**src/hdl/nearest_edge_crossover_macros.svh**
```systemverilog
// Assertion macros for the nearest edge crossover block
`ifndef NEAREST_EDGE_CROSSOVER_MACROS_SVH
`define NEAREST_EDGE_CROSSOVER_MACROS_SVH
`ifndef SYNTH
`define NEC_ASSERT(lbl, clk, rst_n, prop, msg) \
  lbl: assert property (@(posedge clk) disable iff (!rst_n) prop) else $error(msg);
`define NEC_ASSERT_NEVER(lbl, clk, rst_n, cond, msg) \
  lbl: assert property (@(posedge clk) disable iff (!rst_n) !(cond)) else $error(msg);
`else
`define NEC_ASSERT(lbl, clk, rst_n, prop, msg)
`define NEC_ASSERT_NEVER(lbl, clk, rst_n, cond, msg)
`endif
`endif

```
**src/hdl/nec_pkg.sv**
```systemverilog
// ----------------------------------------------------------------------------
// nec_pkg
// Shared constants and types of the nearest edge crossover block.
// ----------------------------------------------------------------------------
`timescale 1ns / 1ps
package nec_pkg;
  localparam int MaxGenes  = 64;
  localparam int DistBits  = 24;
  localparam int NodeCount = MaxGenes + 1;
  localparam int NodeW     = 7;
  localparam int PosW      = 6;
  localparam int AddrW     = 13;

  typedef enum logic [1:0] {
    OP_LOAD_DIST = 2'd0,
    OP_LOAD_A    = 2'd1,
    OP_LOAD_B    = 2'd2,
    OP_RUN       = 2'd3
  } op_e;

  // sequencer to parent-store read request
  typedef struct packed {
    logic            rd;
    logic [PosW-1:0] addr;
  } gene_rd_t;

  function automatic logic is_customer(input logic [NodeW-1:0] g);
    return (g >= NodeW'(1)) && (g <= NodeW'(MaxGenes));
  endfunction
endpackage

```
**src/hdl/nec_parent_store.sv**
```systemverilog
// ----------------------------------------------------------------------------
// nec_parent_store
// One parent: gene array and position-of table, each with a registered read.
// ----------------------------------------------------------------------------
`timescale 1ns / 1ps
module nec_parent_store (
  input  logic                     clk_i,
  input  logic                     we_i,
  input  logic [nec_pkg::PosW-1:0]  wpos_i,
  input  logic [nec_pkg::NodeW-1:0] wval_i,
  input  nec_pkg::gene_rd_t         grd_i,
  input  logic [nec_pkg::NodeW-1:0] where_addr_i,
  output logic [nec_pkg::NodeW-1:0] gene_o,
  output logic [nec_pkg::PosW-1:0]  where_o
);
  import nec_pkg::*;
  logic [NodeW-1:0] genes [MaxGenes];
  logic [PosW-1:0]  where [NodeCount];

  // gene array
  always_ff @(posedge clk_i) begin
    if (we_i) begin
      genes[wpos_i] <= wval_i;
    end
    if (grd_i.rd) begin
      gene_o <= genes[grd_i.addr];
    end
  end

  // position-of table
  always_ff @(posedge clk_i) begin
    if (we_i && is_customer(wval_i)) begin
      where[wval_i] <= wpos_i;
    end
    if (where_addr_i <= NodeW'(MaxGenes)) begin
      where_o <= where[where_addr_i];
    end else begin
      where_o <= '0;
    end
  end
endmodule

```
**config.mk**
```make
export PLATFORM = sky130hd
export DESIGN_NAME = nec_parent_store
export DESIGN_NICKNAME = d
export VERILOG_FILES = /design/src/hdl/nearest_edge_crossover_macros.svh /design/src/hdl/nec_pkg.sv /design/src/hdl/nec_parent_store.sv
export SDC_FILE = /design/constraint.sdc
export NUM_CORES = 1
export LEC_CHECK = 0
export BUFFER_PORTS_ARGS = -buffer_cell sky130_fd_sc_hd__buf_4
export CORE_UTILIZATION = 56
export CTS_CLUSTER_SIZE = 12
export DETAILED_ROUTE_END_ITERATION = 8
export PLACE_DENSITY = 0.75
export SYNTH_ARGS = -nofsm -noshare
export SYNTH_HDL_FRONTEND = slang
export SYNTH_SLANG_ARGS = --single-unit
```
**constraint.sdc**
```tcl
create_clock -name clk_i -period 2.45 [get_ports clk_i]
set_input_delay 0.3675 -clock clk_i [delete_from_list [all_inputs] [get_ports clk_i]]
set_output_delay 0.3675 -clock clk_i [all_outputs]
set_load 0.05 [all_outputs]
```
# --- Yosys cells after proc, flatten, opt, wreduce, memory -nomap -nowiden ---
# Memory sizes are Yosys's and may differ from the RTL's. A register that Yosys moved wholly into a read port is not among the register bits.
# Cells that the tools add are included.
word_totals:
  regBits: 0
  ramBits: 838
  inputBits: 29
  out_inout_bits: 13
  wordCells: 12
  mem_count: 2
mem_list:
  columns: ["name", "words", "word_bits", "read_ports", "rd_ports_with_merged_regs", "wr", "line_no", "rtl"]
  rows:
  - ["genes", 64, 7, 1, 1, 1, "nec_parent_store.sv:17", "logic [NodeW-1:0] genes [MaxGenes];"]
  - ["where", 65, 6, 1, 1, 1, "nec_parent_store.sv:18", "logic [PosW-1:0] where [NodeCount];"]
op_classes:
  order_cmp: 3
  mux: 4
  n_reduce_logical: 3
ops:
  columns: ["cell", "count"]
  rows:
  - ["$le A7 B7 Y1 const B", 2]
  - ["$ge A7 B1 Y1 const B", 1]
  - ["$mux W1", 4]
  - ["$logic_and A1 B1 Y1", 2]
  - ["$logic_not A1 Y1", 1]

# --- Logic depth before layout (Yosys ltp) ---
depth:
  word_depth: 5
  depth_mapped: 10
  ltp_nobuf: 5

# --- Least setup slack after synthesis ---
# OpenSTA, ideal clock, no wires.
synth_path:
  path_kind: "in2reg"
  startpoint: "in grd_i[0] in the netlist's numbering"
  endpoint: "reg gene_o[0] in the netlist's numbering, read port of genes, data pin"
  setup_ps: 271
  t_arrival_ps: 2102
  required_ps: 2179
  path_slack_ps: 77
  path_stages: 7
  path_buffers: 3
  path_cell_list: "buf_6 > buf_6 > buf_2 > mux4_2 > mux4_2 > mux2i_1 > a21oi_1"
synth_rtl:
  columns: ["item", "line_no", "rtl"]
  rows:
  - ["start, declared", "nec_parent_store.sv:11", "input nec_pkg::gene_rd_t grd_i,"]
  - ["end, declared", "nec_parent_store.sv:13", "output logic [nec_pkg::NodeW-1:0] gene_o,"]

==> metrics.txt <==
outcome=complete, no violations; crit path launch type=flip-flop; commonest non-fill, non-tap cells in the layout=edfxtp_1 (845), buf_4 (250), mux4_2 (208); Clock Sinks=851; most common cell after layout, fill and taps aside=edfxtp_1; overall die width=246 um; nature of the critical path endpoint=flip-flop; clk_lat worst skew=0.64 ns; Inst Count DP=2516; Initial Util=0.572; clock transition at the registers of the reported paths=0.06 ns; R2R cell count=5; Worst path max stage delay=0.56 ns; FMAX=413 MHz; initial drt markers=1820; Worst R2R Start=genes[2][0]$_DFFE_PP_; Final period util=0.989; syn avg cell area=21.5 sq um; Pleak=12.7 nW; WL final=75.0 mm; DR vias/cell=6.31; Final setup violation count=0; crit path kind=reg -> reg; signal arrival time at the worst endpoint=2.78 ns; Final Hold Viols=0; Area Growth Syn to Fin=16.3%; wire length per cell=28.2 um; number of global-route vias before repair=17300; die area=0.0604 sq mm; critical path depth=5; Fill cells=3594; CTS Buf Count=86; Layout Nets=1868; CP Max Fanout=1; Post-Layout Inst Area=0.0387 sq mm; Pins Over Slew Limit=0; post-route ant nets=0; GRT Total Usage=0.258; core area=0.0581 sq mm; H-tree levels=3; cell depth of the worst hold path=1; cell area after synthesis=0.0333 sq mm; first drt pass iteration count=5; Yosys reg bits=851; minimum clock period=2.42 ns; Slew Limit Headroom=0.510; ys async rst share=0; RSZ-0062 raised after global routing=no; Crit. Startpoint=genes[2][0]$_DFFE_PP_; most used cell, CP=mux4_2; post-placement cell area=0.0362 sq mm; PD cells=767 mW/mm^2; layout cells sized above 1=0.320; largest net degree at the start of global routing=71; Final Skew=0.0249 ns; final non-filler cell total=2656; Residual DRC=0; GP Congestion=0.902; input/output buffers=41; slowest stage cell, crit path=a211oi_1; FP Rows=88; Design Power=29.7 mW; vias post-DR=16800; Cell variety after synth=50; cell family with most CP delay=multiplexers; initial antenna violation count=2; Clk Tree Root Cell=clkbuf_16; Buf+Inv Stages, Crit Path=0; MaxCap Viol Count=0; Die Height=246 um; Worst Hold Class=in -> reg; Cells after Synth=1549; TritonCTS clock tree=done; CP cell instances=mux4_2 > mux4_2 > nor2b_1 > a211oi_1 > a21oi_1; Syn. warnings=0; predominant post-synthesis flop cell=edfxtp_1; DP HPWL=46.8 mm; Least-Margin Pin Slew=0.735 ns; CTS Buffer Depth=3; CP required=2.81 ns; # IOs=42; maximum VDD drop=0.616 mV; HP Start=wval_i[6]; postcts setup bufs=0; register area share after synthesis=0.767; number of synthesized flops with an enable pin=845; total gr overflow=0; first-pass GRT wire length=111 mm
-- flip-flops by register name, indices dropped and copies added, names as in the netlist --
register  flops
genes       448
where_o       6
gene_o        7
where       390
-- power breakdown --
group	internal [mW]	switching, mW
sequential	16.1	0.0309
clock	6.70	5.16
combinational	0.695	0.972
-- synth_stat cells, types with 8 or more instances --
| cell | count | area share |
|---|---|---|
| buf_2 | 17 | 0.0026 |
| edfxtp_1 | 845 | 0.76 |
| buf_6 | 14 | 0.0047 |
| mux2_2 | 9 | 0.0030 |
| mux4_2 | 208 | 0.14 |
| a21oi_1 | 19 | 0.0029 |
| nand3_1 | 13 | 0.0020 |
| nor2_1 | 137 | 0.015 |
| mux2i_1 | 69 | 0.021 |
| clkbuf_1 | 35 | 0.0040 |
| nand2_1 | 37 | 0.0042 |
| buf_1 | 8 | 0.00090 |
| a211oi_1 | 12 | 0.0027 |
| nor2b_1 | 19 | 0.0036 |
-- worst register-to-register path, cell delays in order, from the launching register on --
cell and delay (ns):
edfxtp_1 0.36, mux4_2 0.52, mux4_2 0.50, nor2b_1 0.15, a211oi_1 0.56, a21oi_1 0.08
-- cells by family (layout without fill, tap and decap cells) --
family	Yosys count	count (layout)	synth area share
compound gates	82	82	0.0173
mux	292	292	0.169
buf+inv	85	419	0.0147
flops	851	851	0.767
other cells	1	9	0.000113
simple gates	238	238	0.0319
-- per-layer routing --
layer / wire length, um / up-vias / GRT usage
met2: 37700 / 808 / 0.421
met3: 6770 / 142 / 0.0524
met5: 13 / - / 0
met4: 2050 / 2 / 0.0913
met1: 28400 / 8785 / 0.348
li1: - / 7023 / -
-- through the flow --
step	hold WS (ns)	TNS (ns)	utilization	setup slack (ns)
after floorplan	0.466	0	-	0.0770
after global placement	0.603	-1.45	0.622	-0.324
after detailed placement	0.629	-2.62	0.622	-0.350
after CTS	0.00556	0	0.665	0.0910
after global routing	0.0102	0	0.665	0.0344
final	0.0303	0	0.665	0.0280
-- worst paths after layout --
| check | end | slack, ns |
|---|---|---|
| setup / recovery | gene_o[0]$_DFFE_PP_ | 0.03 |
| hold / removal | genes[0][6]$_DFFE_PP_ | 0.03 |
| setup reg to reg | gene_o[0]$_DFFE_PP_ | 0.03 |
| hold reg to reg | where_o[4]$_SDFF_PN0_ | 0.63 |
-- area by class of cell --
| type | instances | area [sq um] | area share |
|---|---|---|---|
| timing repair buffer | 277 | 2400 | 0.0621 |
| tap | 765 | 957 | 0.0248 |
| sequential | 851 | 25500 | 0.659 |
| multi-input combinational | 618 | 7300 | 0.189 |
| clock inverter | 19 | 116 | 0.00301 |
| clock buffer | 118 | 2370 | 0.0612 |
| antenna | 3 | 7.51 | 0.000194 |
| inverter | 5 | 18.8 | 0.000485 |
-- what timing repair did --
action,4_1_cts,5_1_grt
hold buffers,0,0
cloned,0,0
endpoints found under the setup margin,1,1
resized for setup,1,1
No activity file was read; power rests on OpenSTA's default activity.
